`src/gixs_pkg.sv`:
```
// gixs_pkg: shared types and constants for the grid interpolated lookup unit
// holds field widths, status and command codes, and the controller/datapath link
// depends on nothing

package gixs_pkg;

    // fixed field widths
    localparam int ENERGY_W  = 32;
    localparam int INDEX_W   = 10;
    localparam int POINTS_W  = 11;
    localparam int SURV_W    = 17;
    localparam int STATUS_W  = 3;
    localparam int SURV_FRAC = 16;

    // survival quotient: one integer bit and the fraction bits
    localparam int SURV_STEPS = SURV_FRAC + 1;

    localparam logic [POINTS_W-1:0] POINTS_RESET = POINTS_W'(2);
    localparam logic [SURV_W-1:0]   SURV_ONE     = SURV_W'(65536);

    // item command codes
    localparam logic CMD_LOAD  = 1'b0;
    localparam logic CMD_QUERY = 1'b1;

    // result status codes
    localparam logic [STATUS_W-1:0] ST_INSIDE = 3'd0;
    localparam logic [STATUS_W-1:0] ST_LAST   = 3'd1;
    localparam logic [STATUS_W-1:0] ST_ABOVE  = 3'd2;
    localparam logic [STATUS_W-1:0] ST_BELOW  = 3'd3;
    localparam logic [STATUS_W-1:0] ST_LOAD   = 3'd4;

    // table read address source
    typedef enum logic [1:0] {
        ADDR_LAST,
        ADDR_FIRST,
        ADDR_MID
    } t_addr_sel;

    // which values a result takes
    typedef enum logic [2:0] {
        RES_LOAD,
        RES_ABOVE,
        RES_LAST,
        RES_BELOW,
        RES_INTERP
    } t_res_kind;

    // controller to datapath commands
    typedef struct packed {
        logic      in_take;
        t_addr_sel addr_sel;
        logic      cap_hi;
        logic      cap_lo;
        logic      search_cap;
        logic      lerp_load;
        logic      lane_step;
        logic      surv_load;
        logic      res_set;
        t_res_kind res_kind;
        logic      out_load;
    } t_dp_cmd;

    // datapath to controller status
    typedef struct packed {
        logic q_ge_last;
        logic q_eq_last;
        logic q_lt_first;
        logic span_gt1;
    } t_dp_stat;

endpackage

```
`src/gixs_ctrl.sv`:
```
// gixs_ctrl: sequencing state machine of the lookup unit
// drives datapath commands and both handshakes; uses gixs_pkg

module gixs_ctrl #(
    parameter int LERP_STEPS = 32
) (
    input  logic               i_clk,
    input  logic               i_rst_n,
    input  logic               i_in_valid,
    input  logic               i_cmd,
    output logic               o_in_ready,
    output logic               o_out_valid,
    input  logic               i_out_ready,
    input  gixs_pkg::t_dp_stat i_stat,
    output gixs_pkg::t_dp_cmd  o_cmd
);

    localparam int CNT_W = $clog2(LERP_STEPS + 1);

    typedef enum logic [3:0] {
        S_IDLE,
        S_CAP_LAST,
        S_CAP_FIRST,
        S_CLASSIFY,
        S_SRCH_RD,
        S_SRCH_CAP,
        S_LERP_LOAD,
        S_LERP_RUN,
        S_LERP_END,
        S_SURV_LOAD,
        S_SURV_RUN,
        S_DONE
    } t_state;

    t_state           r_state;
    t_state           n_state;
    logic [CNT_W-1:0] r_count;
    logic [CNT_W-1:0] n_count;
    logic             r_out_valid;
    logic             n_out_valid;

    always_comb begin
        n_state     = r_state;
        n_count     = r_count;
        n_out_valid = r_out_valid & ~i_out_ready;
        o_cmd       = '0;
        o_cmd.addr_sel = gixs_pkg::ADDR_LAST;
        o_cmd.res_kind = gixs_pkg::RES_LOAD;
        unique case (r_state)
            S_IDLE: begin
                // keep the last grid entry read so a query starts with it
                o_cmd.addr_sel = gixs_pkg::ADDR_LAST;
                if (i_in_valid) begin
                    o_cmd.in_take = 1'b1;
                    if (i_cmd == gixs_pkg::CMD_LOAD) begin
                        o_cmd.res_set  = 1'b1;
                        o_cmd.res_kind = gixs_pkg::RES_LOAD;
                        n_state        = S_DONE;
                    end else begin
                        n_state = S_CAP_LAST;
                    end
                end
            end
            S_CAP_LAST: begin
                o_cmd.cap_hi   = 1'b1;
                o_cmd.addr_sel = gixs_pkg::ADDR_FIRST;
                n_state        = S_CAP_FIRST;
            end
            S_CAP_FIRST: begin
                o_cmd.cap_lo = 1'b1;
                n_state      = S_CLASSIFY;
            end
            S_CLASSIFY: begin
                priority if (i_stat.q_ge_last) begin
                    o_cmd.res_set = 1'b1;
                    if (i_stat.q_eq_last) begin
                        o_cmd.res_kind = gixs_pkg::RES_LAST;
                        n_state        = S_SURV_LOAD;
                    end else begin
                        o_cmd.res_kind = gixs_pkg::RES_ABOVE;
                        n_state        = S_DONE;
                    end
                end else if (i_stat.q_lt_first) begin
                    o_cmd.res_set  = 1'b1;
                    o_cmd.res_kind = gixs_pkg::RES_BELOW;
                    n_state        = S_SURV_LOAD;
                end else begin
                    n_state = S_SRCH_RD;
                end
            end
            S_SRCH_RD: begin
                if (i_stat.span_gt1) begin
                    o_cmd.addr_sel = gixs_pkg::ADDR_MID;
                    n_state        = S_SRCH_CAP;
                end else begin
                    n_state = S_LERP_LOAD;
                end
            end
            S_SRCH_CAP: begin
                o_cmd.search_cap = 1'b1;
                n_state          = S_SRCH_RD;
            end
            S_LERP_LOAD: begin
                o_cmd.lerp_load = 1'b1;
                n_count         = CNT_W'(LERP_STEPS);
                n_state         = S_LERP_RUN;
            end
            S_LERP_RUN: begin
                o_cmd.lane_step = 1'b1;
                n_count         = r_count - 1'b1;
                if (r_count == CNT_W'(1)) begin
                    n_state = S_LERP_END;
                end
            end
            S_LERP_END: begin
                o_cmd.res_set  = 1'b1;
                o_cmd.res_kind = gixs_pkg::RES_INTERP;
                n_state        = S_SURV_LOAD;
            end
            S_SURV_LOAD: begin
                o_cmd.surv_load = 1'b1;
                n_count         = CNT_W'(gixs_pkg::SURV_STEPS);
                n_state         = S_SURV_RUN;
            end
            S_SURV_RUN: begin
                o_cmd.lane_step = 1'b1;
                n_count         = r_count - 1'b1;
                if (r_count == CNT_W'(1)) begin
                    n_state = S_DONE;
                end
            end
            S_DONE: begin
                if (!r_out_valid || i_out_ready) begin
                    o_cmd.out_load = 1'b1;
                    n_out_valid    = 1'b1;
                    n_state        = S_IDLE;
                end
            end
            default: begin
                n_state = S_IDLE;
            end
        endcase
    end

    always_ff @(posedge i_clk) begin
        if (!i_rst_n) begin
            r_state     <= S_IDLE;
            r_count     <= '0;
            r_out_valid <= 1'b0;
        end else begin
            r_state     <= n_state;
            r_count     <= n_count;
            r_out_valid <= n_out_valid;
        end
    end

    assign o_in_ready  = (r_state == S_IDLE);
    assign o_out_valid = r_out_valid;

endmodule

```
`config.mk`:
```
export PLATFORM = sky130hd
export DESIGN_NAME = gixs_ctrl
export DESIGN_NICKNAME = d
export VERILOG_FILES = /design/src/gixs_pkg.sv /design/src/gixs_ctrl.sv
export SDC_FILE = /design/constraint.sdc
export NUM_CORES = 1
export LEC_CHECK = 0
export BUFFER_PORTS_ARGS = -buffer_cell sky130_fd_sc_hd__clkbuf_2
export CORE_UTILIZATION = 35
export CTS_BUF_LIST = sky130_fd_sc_hd__clkbuf_8
export DETAILED_ROUTE_END_ITERATION = 8
export PLACE_DENSITY_LB_ADDON = 0.05
export REMOVE_ABC_BUFFERS = 1
export SETUP_SLACK_MARGIN = 0.4
export SYNTH_ARGS = -nofsm -noshare
export SYNTH_HDL_FRONTEND = slang
export SYNTH_SLANG_ARGS = --single-unit
```
`constraint.sdc`:
```
create_clock -name i_clk -period 3 [get_ports i_clk]
set_input_delay 0.15 -clock i_clk [delete_from_list [all_inputs] [get_ports i_clk]]
set_output_delay 0.15 -clock i_clk [all_outputs]
set_load 0.01 [all_outputs]
```
==> impl_metrics.ini, run 1 <==
[synth]
synthArstFlopShare = 0
ys_types = 56
synth_top_family_by_area = simple AND/OR/NAND/NOR gates
synth-compound-area-share = 0.246
yosys_register_bits = 11
ys_seq_area_frac = 0.215
yosysWarnings = 0
synth_edf_count = 0
synth-simple-area-share = 0.387
synthAdderAreaFrac = 0.0245
synth.avg_cell_area_um2 = 8.38
synth_xor_area_frac = 0.0171
synth_common_cells = dfxtp_1 (11), a21oi_1 (9), nor2_1 (8), nor3_1 (8), inv_1 (6)
synthMuxAreaShare = 0.00979
synthCells = 122
yosys.area.top_type = dfxtp_1
yosysMostFrequentCell = dfxtp_1
synth_ff_type = dfxtp_1
synth_area_leaders = dfxtp_1 (22%), a21oi_1 (4.4%), nor3_1 (3.9%), and4bb_2 (3.7%), nand2b_1 (3.1%)
netlist_area_um2 = 1020
synth.top_cell.area_share = 0.215

[grt]
grt_use_total = 0.172
antenna_found_initial = 0
first_global_vias = 921
overflow = 0
grt_first_pass_wirelength_mm = 4.29
grt_start_max_net_pins = 32

[route]
wl_per_cell_um = 14.4
drc = 0
drt_pass1_iterations = 4
antenna_left = 0
dr_total_vias = 985
routed_wl_mm = 2.47
viasPerCell = 5.73
drtIter0Drc = 33

[worst_setup_path]
critPathArrivalTime_ps = 2020
critPathKind = reg2out
cp_num_buf_inv = 1
rrSetupSlack_ps = 900
cp-end-kind = output pin
cp-start-kind = flop
reg2reg_depth = 5
slowest_stage = dfxtp_1
path_delay_family = simple AND/OR/NAND/NOR gates
cp_slowest_stage_delay_ps = 730
crit_fanout = 18
worstPathCellList = nand2_1, or4_1, a21oi_1, clkbuf_2
worstReg2RegStart = r_state[2]
timing.rr.end = r_count[5]
worstPathRequired_ps = 2850

[power_and_ir_drop]
p_leak_nw = 0.465
power.density_nw_per_um2 = 892
peakVddDrop_mv = 0.422

[die]
core_area_um2 = 2760
die_w_um = 56.0
ios = 25
initial_core_util = 0.371
num_rows = 19
die_area_um2 = 3140
die_height_um = 56.0

[sta]
finalClockSkew_ps = 2.62
period_share = 0.722
timing.fmax_mhz = 461
fin_tns_setup_ps = 0
finalHoldViolations = 0
rsz0062_at_grt = no
post-route-min-period_ps = 2170
finalSetupViolCount = 0
worst_slew_pin_slew_ps = 1040
slew_viol_final = 0
worst_slew_margin_rel = 0.306

[placed_design]
hpwl_mm = 1.76
gp_congestion = 0.758
place_area_um2 = 1120
port_buffers = 24

[cells_and_area]
fin_area_um2 = 1160
final_nets = 153
n_antenna_cell = 0
n_fill_cell = 290
syn2layout_area_growth_pct = 13.8
drive_above_1_share = 0.305

[clock_tree]
clk_pin_slew_ps = 60
worst_skew_pair.late_latency_ps = 240
cts_buffer_depth = 2
cts_resized = 0
cts_buffers = 3
root_buffer = clkbuf_8
htree_num_levels = 1
cts_sinks = 11
cts_tree = built
cts_setup_buffers = 0
cts_hold_buffers = 0

[worst_hold_path]
whs_path_depth = 2
hold_path.class = in2reg
hp-start = i_rst_n
worstHoldEndpoint = r_count[4]

[run_status]
outcome = finished, final reports clean

[flow_run]
drv_cap = 0
[flip-flops by register name (all words and copies together), names as in the netlist]
| name | flops |
|---|---|
| r_count | 6 |
| r_state | 4 |
| o_out_valid | 1 |
[power by group]
part           internal, mW  switching [mW]
Clock                0.0902          0.0604
Sequential            0.195           0.129
Combinational         0.269           0.296
Total                 0.554           0.485
[per-stage QoR]
step / util / power, mW / hold WS, ps / setup WS (ps) / cells
after floorplan: - / 0.715 / 267 / 1170 / 112
after global placement: 0.406 / 0.892 / 372 / 999 / 168
after detailed placement: 0.406 / 0.889 / 385 / 953 / 168
after CTS: 0.422 / 1.05 / 132 / 818 / 172
after global routing: 0.422 / 1.13 / 134 / 690 / 172
final: 0.422 / 1.04 / 135 / 833 / 172
[cell type report]
| cell class | count | area [um2] | share of cell area |
|---|---|---|---|
| clock buffers | 3 | 41.3 | 0.0355 |
| repair buffers | 25 | 128 | 0.110 |
| flip-flops and latches | 11 | 220 | 0.189 |
| inverters | 8 | 32.5 | 0.0280 |
| well taps | 31 | 38.8 | 0.0333 |
| clock inverters | 1 | 3.75 | 0.00323 |
| multi-input cells | 93 | 699 | 0.601 |
[layout by cell type (no fill, tap or decap), types with 2 or more instances in the layout]
master,n
a21oi_1,9
a311oi_1,2
and4bb_2,3
clkbuf_2,24
clkbuf_8,3
dfxtp_1,11
ha_1,2
inv_1,7
nand2_1,4
nand2b_1,5
nand4b_1,2
nor2_1,8
nor2b_1,3
nor3_1,8
nor3b_1,4
nor4_1,3
o21a_1,2
o311ai_0,2
or3_1,3
[cells by family (layout without fill, tap and decap cells)]
| family | count (synthesis) | in the layout |
|---|---|---|
| AO/OA/AOI/OAI | 32 | 32 |
| AND/OR/NAND/NOR | 56 | 56 |
| flip-flops | 11 | 11 |
| XOR/XNOR | 2 | 2 |
| adder cells (fa/ha/maj) | 2 | 2 |
| buffers and inverters | 18 | 37 |
| multiplexers | 1 | 1 |
[worst max-delay path by stage]
stage | startpoint | endpoint | depth (start not counted)
2_1_floorplan | r_state[2] | r_count[5] | 5
3_3_place_gp | r_state[2] | r_count[5] | 5
3_5_place_dp | r_state[2] | r_count[5] | 5
4_1_cts | r_state[1] | o_cmd[1] | 4
5_1_grt | r_state[1] | o_cmd[1] | 4
6_report | r_state[1] | o_cmd[1] | 4
[routing by layer]
layer	share of wire	wire length [um]	global-route usage	vias to the layer above
met4	0.0061	15	0.0662	0
met2	0.47	1170	0.282	18
met1	0.49	1220	0.224	467
met3	0.028	70	0.0279	2
li1	-	-	-	498
met5	0	0	0	-
Power figures use the tool's default switching activity.
==> run 2, diff against run 1 <==
--- a/config.mk
+++ b/config.mk
@@ -5,6 +5,7 @@
 export SDC_FILE = /design/constraint.sdc
 export NUM_CORES = 1
 export LEC_CHECK = 0
+export ABC_AREA = 1
 export BUFFER_PORTS_ARGS = -buffer_cell sky130_fd_sc_hd__clkbuf_2
 export CORE_UTILIZATION = 35
 export CTS_BUF_LIST = sky130_fd_sc_hd__clkbuf_8
==> constraint.sdc (replaced) <==
create_clock -name i_clk -period 2.05 [get_ports i_clk]
set_input_delay 0.1025 -clock i_clk [delete_from_list [all_inputs] [get_ports i_clk]]
set_output_delay 0.1025 -clock i_clk [all_outputs]
set_load 0.01 [all_outputs]
==> impl_metrics.ini, run 2 <==
[run_status]
outcome = finished, final reports clean

[worst_setup_path]
slowest_stage = dfxtp_1
cp_num_buf_inv = 2
worstReg2RegStart = r_state[1]
worstPathRequired_ps = 1950
reg2reg_depth = 9
crit_cells = 5
rrSetupSlack_ps = 640
cp_slowest_stage_delay_ps = 450
timing.rr.end = r_count[3]
path_delay_family = flip-flops
crit_fanout = 7
critPathKind = reg2out
startpoint = r_state[1]
cp-end-kind = output pin
worstPathCellList = nand2_2, inv_1, nand3_2, o311ai_0, clkbuf_2
critPathArrivalTime_ps = 1440
cp-start-kind = flop
cp-endpoint = o_cmd[4]

[grt]
first_global_vias = 834
grt_start_max_net_pins = 10
antenna_found_initial = 0
overflow = 0
grt_first_pass_wirelength_mm = 3.39
grt_use_total = 0.171

[die]
die_w_um = 51.2
num_rows = 17
core_area_um2 = 2250
die_height_um = 51.2
die_area_um2 = 2620
initial_core_util = 0.376
ios = 25

[sta]
setup_slack_ps = 505
period_share = 0.754
fin_tns_setup_ps = 0
timing.fmax_mhz = 647
whs_ps = 112
finalClockSkew_ps = 1.96
worst_slew_margin_rel = 0.706
slew_viol_final = 0
rsz0062_at_grt = no
finalSetupViolCount = 0
post-route-min-period_ps = 1540
worst_slew_pin_slew_ps = 438
finalHoldViolations = 0

[route]
antenna_left = 0
viasPerCell = 4.85
dr_total_vias = 969
drtIter0Drc = 20
wl_per_cell_um = 10.5
drc = 0
drt_pass1_iterations = 4
routed_wl_mm = 2.10

[placed_design]
port_buffers = 24
hpwl_mm = 1.73
gp_congestion = 0.802
numPlacedInstances = 196
dp_slack_ps = 682
place_area_um2 = 1000

[clock_tree]
clk_pin_slew_ps = 50
cts_tree = built
htree_num_levels = 1
cts_buffers = 3
cts_setup_buffers = 0
worst_skew_pair.late_latency_ps = 230
root_buffer = clkbuf_8
cts_buffer_depth = 2
cts_sinks = 11

[synth]
ys_types = 22
synthCells = 144
synth_area_leaders = dfxtp_1 (26%), nand2_1 (17%), nor2_1 (10%), inv_1 (8.0%), a21oi_1 (7.1%)
synth_edf_count = 0
yosysWarnings = 0
synth.top_cell.area_share = 0.260
synthArstFlopShare = 0
yosys.area.top_type = dfxtp_1
yosysMostFrequentCell = nand2_1
synth_ff_type = dfxtp_1
ys_seq_area_frac = 0.260
yosys_register_bits = 11
synth.avg_cell_area_um2 = 5.89
netlist_area_um2 = 848
synth_common_cells = nand2_1 (38), nor2_1 (23), inv_1 (18)

[cells_and_area]
final_nets = 184
fin_area_um2 = 1060
final_cells = 200
fin_util = 0.471
syn2layout_area_growth_pct = 25.1
mostFrequentLayoutCells = nand2_1 (38), clkbuf_2 (24), nor2_1 (22)
top_register = r_count
largest_register_ffs = 6
drive_above_1_share = 0.285
n_fill_cell = 261
n_antenna_cell = 0
final_common_cell = nand2_1

[worst_hold_path]
hold_path.class = in2reg
whs_path_depth = 3

[flow_run]
drv_cap = 0

[power_and_ir_drop]
power.density_nw_per_um2 = 1300
power_mw = 1.38
p_leak_nw = 0.574
peakVddDrop_mv = 0.615
run 2: cell count changes after synthesis, moves of 4 or more:
cell,previous run,this run
buf_4,4,0
inv_1,6,18
nand2_1,4,38
nand2_2,0,6
nand2b_1,5,0
nand3_1,0,8
nor2_1,8,23
nor2_2,0,4
nor3b_1,4,0
run 2: worst min-delay path by stage:
| stage | startpoint | endpoint | slack [ps] |
|---|---|---|---|
| after global placement | i_rst_n | r_count[5] | 360 |
| after floorplan | i_rst_n | r_count[5] | 250 |
| after CTS | i_rst_n | r_count[5] | 110 |
| after detailed placement | i_rst_n | r_count[5] | 370 |
| after global routing | i_rst_n | r_count[5] | 140 |
| final | i_rst_n | r_count[5] | 110 |
run 2: power by group:
group          switching (mW)  leakage, nW  total (mW)  internal [mW]
Sequential             0.0901       0.0897       0.367          0.277
Clock                  0.0800       0.0269       0.211          0.131
Combinational           0.507        0.458       0.800          0.294
Total                   0.677        0.574        1.38          0.702
run 2: area by class of cell:
type	count	area, um2	area share
clock inverter	1	3.75	0.00354
timing repair buffer	24	120	0.113
inverter	24	92.6	0.0873
clock buffer	3	41.3	0.0389
tap	28	35.0	0.0330
sequential	11	220	0.208
multi-input combinational	109	548	0.517
run 2: cell families (layout without fill, tap and decap cells):
family	after synthesis	in the layout	share of synthesized area
buffers and inverters	24	52	0.109
and+or+nand+nor	91	91	0.501
DFF	11	11	0.260
adders and majority gates	2	2	0.0295
AOI/OAI and AO/OA	16	16	0.100
run 2: what timing repair did:
action | in CTS | in global routing
setup endpoints to repair | 0 | 3
gates resized for setup | 0 | 3
hold buffers | 0 | 0
run 2: routing by layer:
metal / track usage / routed length, um / up-vias
li1: - / - / 508
met1: 0.192 / 929 / 444
met2: 0.331 / 1100 / 15
met4: 0.0541 / 12 / 0
met5: 0 / 0 / -
met3: 0.0179 / 60 / 2
run 2: tightest hold or removal path, delay by kind of cell:
kind	cells	cell delay (ps)
and+or+nand+nor	1	50
AOI/OAI and AO/OA	1	60
buffers and inverters	1	90
==> run 3, diff against run 2 <==
==> constraint.sdc (replaced) <==
create_clock -name i_clk -period 1.3 [get_ports i_clk]
set_input_delay 0.065 -clock i_clk [delete_from_list [all_inputs] [get_ports i_clk]]
set_output_delay 0.065 -clock i_clk [all_outputs]
set_load 0.01 [all_outputs]
==> impl_metrics.ini, run 3 (synthesis results as in run 2) <==
[sta]
finalClockSkew_ps = 1.02
slew_viol_final = 0
worst_slew_pin_slew_ps = 249
rsz0062_at_grt = yes
post-route-min-period_ps = 1370
whs_ps = 67.0
finalHoldViolations = 0
setup_slack_ps = -67.1
period_share = 1.05
timing.fmax_mhz = 731
worst_slew_margin_rel = 0.833
finalSetupViolCount = 10

[clock_tree]
clk_pin_slew_ps = 50
worst_skew_pair.late_latency_ps = 230
cts_tree = built
root_buffer = clkbuf_8
cts_sinks = 11
cts_buffer_depth = 2
cts_hold_buffers = 0
htree_num_levels = 1
cts_buffers = 3

[cells_and_area]
n_antenna_cell = 0
fin_util = 0.765
top_register = r_count
drive_above_1_share = 0.635
largest_register_ffs = 6
final_nets = 220
final_cells = 236
mostFrequentLayoutCells = nand2_1 (28), buf_4 (22), buf_6 (18)
final_common_cell = nand2_1
n_fill_cell = 169
syn2layout_area_growth_pct = 103

[die]
die_height_um = 51.2
ios = 25
num_rows = 17
die_w_um = 51.2
die_area_um2 = 2620
core_area_um2 = 2250
initial_core_util = 0.376

[worst_setup_path]
cp-end-kind = flop
cp_slowest_stage_delay_ps = 420
critPathKind = reg2reg
worstPathCellList = inv_2, nor2_4, nand2_2, nand2_8, buf_6, nand2_4, nand3_2, nand2_1, a21oi_2
cp-start-kind = flop
crit_fanout = 5
slowest_stage = dfxtp_4
reg2reg_depth = 9
critPathArrivalTime_ps = 1530
worstPathRequired_ps = 1460

[power_and_ir_drop]
power.density_nw_per_um2 = 2050
p_leak_nw = 0.864
power_mw = 3.54
peakVddDrop_mv = 1.62

[run_status]
violations = setup timing
outcome = finished, violations left

[route]
routed_wl_mm = 3.17
drt_pass1_iterations = 4
wl_per_cell_um = 13.4
drtIter0Drc = 12
antenna_left = 0
drc = 0
dr_total_vias = 1115
viasPerCell = 4.72

[grt]
overflow = 0
grt_first_pass_wirelength_mm = 4.44
antenna_found_initial = 0
first_global_vias = 1016
grt_start_max_net_pins = 9
grt_use_total = 0.226

[worst_hold_path]
hold_path.class = in2reg
whs_path_depth = 3

[flow_run]
drv_cap = 0

[placed_design]
port_buffers = 24
numPlacedInstances = 213
gp_congestion = 0.785
hpwl_mm = 1.79
run 3: timing repair:
item                                    4_1_cts  5_1_grt
resized for setup                            71       44
setup buffers                                 9       10
pin swaps                                    21       18
endpoints found under the setup margin       26       26
run 3: final timing paths:
kind / from / to / slack, ps
worst max register to register: r_state[1] / r_state[3] / -70
worst max-delay path: r_state[1] / r_state[3] / -70
worst min register to register: r_count[5] / r_count[5] / 540
worst min-delay path: i_rst_n / r_count[5] / 70
run 3: layer usage:
layer	track usage	vias to the layer above	part of all wire
met5	0	-	0
met1	0.261	510	0.41
met2	0.434	19	0.56
met4	0.0676	0	0.011
met3	0.0179	4	0.021
li1	-	582	-
run 3: worst max-delay path, delay by kind of cell, from the launching register on:
| family | cells | cell delay, ps |
|---|---|---|
| compound gates | 1 | 140 |
| buf+inv | 2 | 190 |
| simple gates | 6 | 560 |
| flops | 1 | 420 |
run 3: layout make-up:
type | count | area (um2) | share of cell area
multi-input cells | 109 | 811 | 0.470
repair buffers | 60 | 483 | 0.280
clock buffers | 3 | 41.3 | 0.0239
clock inverters | 1 | 3.75 | 0.00218
flip-flops and latches | 11 | 235 | 0.136
well taps | 28 | 35.0 | 0.0203
inverters | 24 | 115 | 0.0668
run 3: where the power goes:
part / switching (mW) / total, mW / internal [mW]
Clock: 0.124 / 0.331 / 0.207
Sequential: 0.211 / 0.679 / 0.467
Combinational: 1.34 / 2.53 / 1.19
Total: 1.67 / 3.54 / 1.87
run 3: metrics by stage:
stage	area, um2	TNS [ps]	worst slack (ps)
finish	1720	-298	-67.1
global route	1720	-1010	-106
CTS	1510	-17.5	-17.5
detailed placement	1140	-155	-51.1
global placement	1140	-183	-47.3
floorplan	848	0	25.6
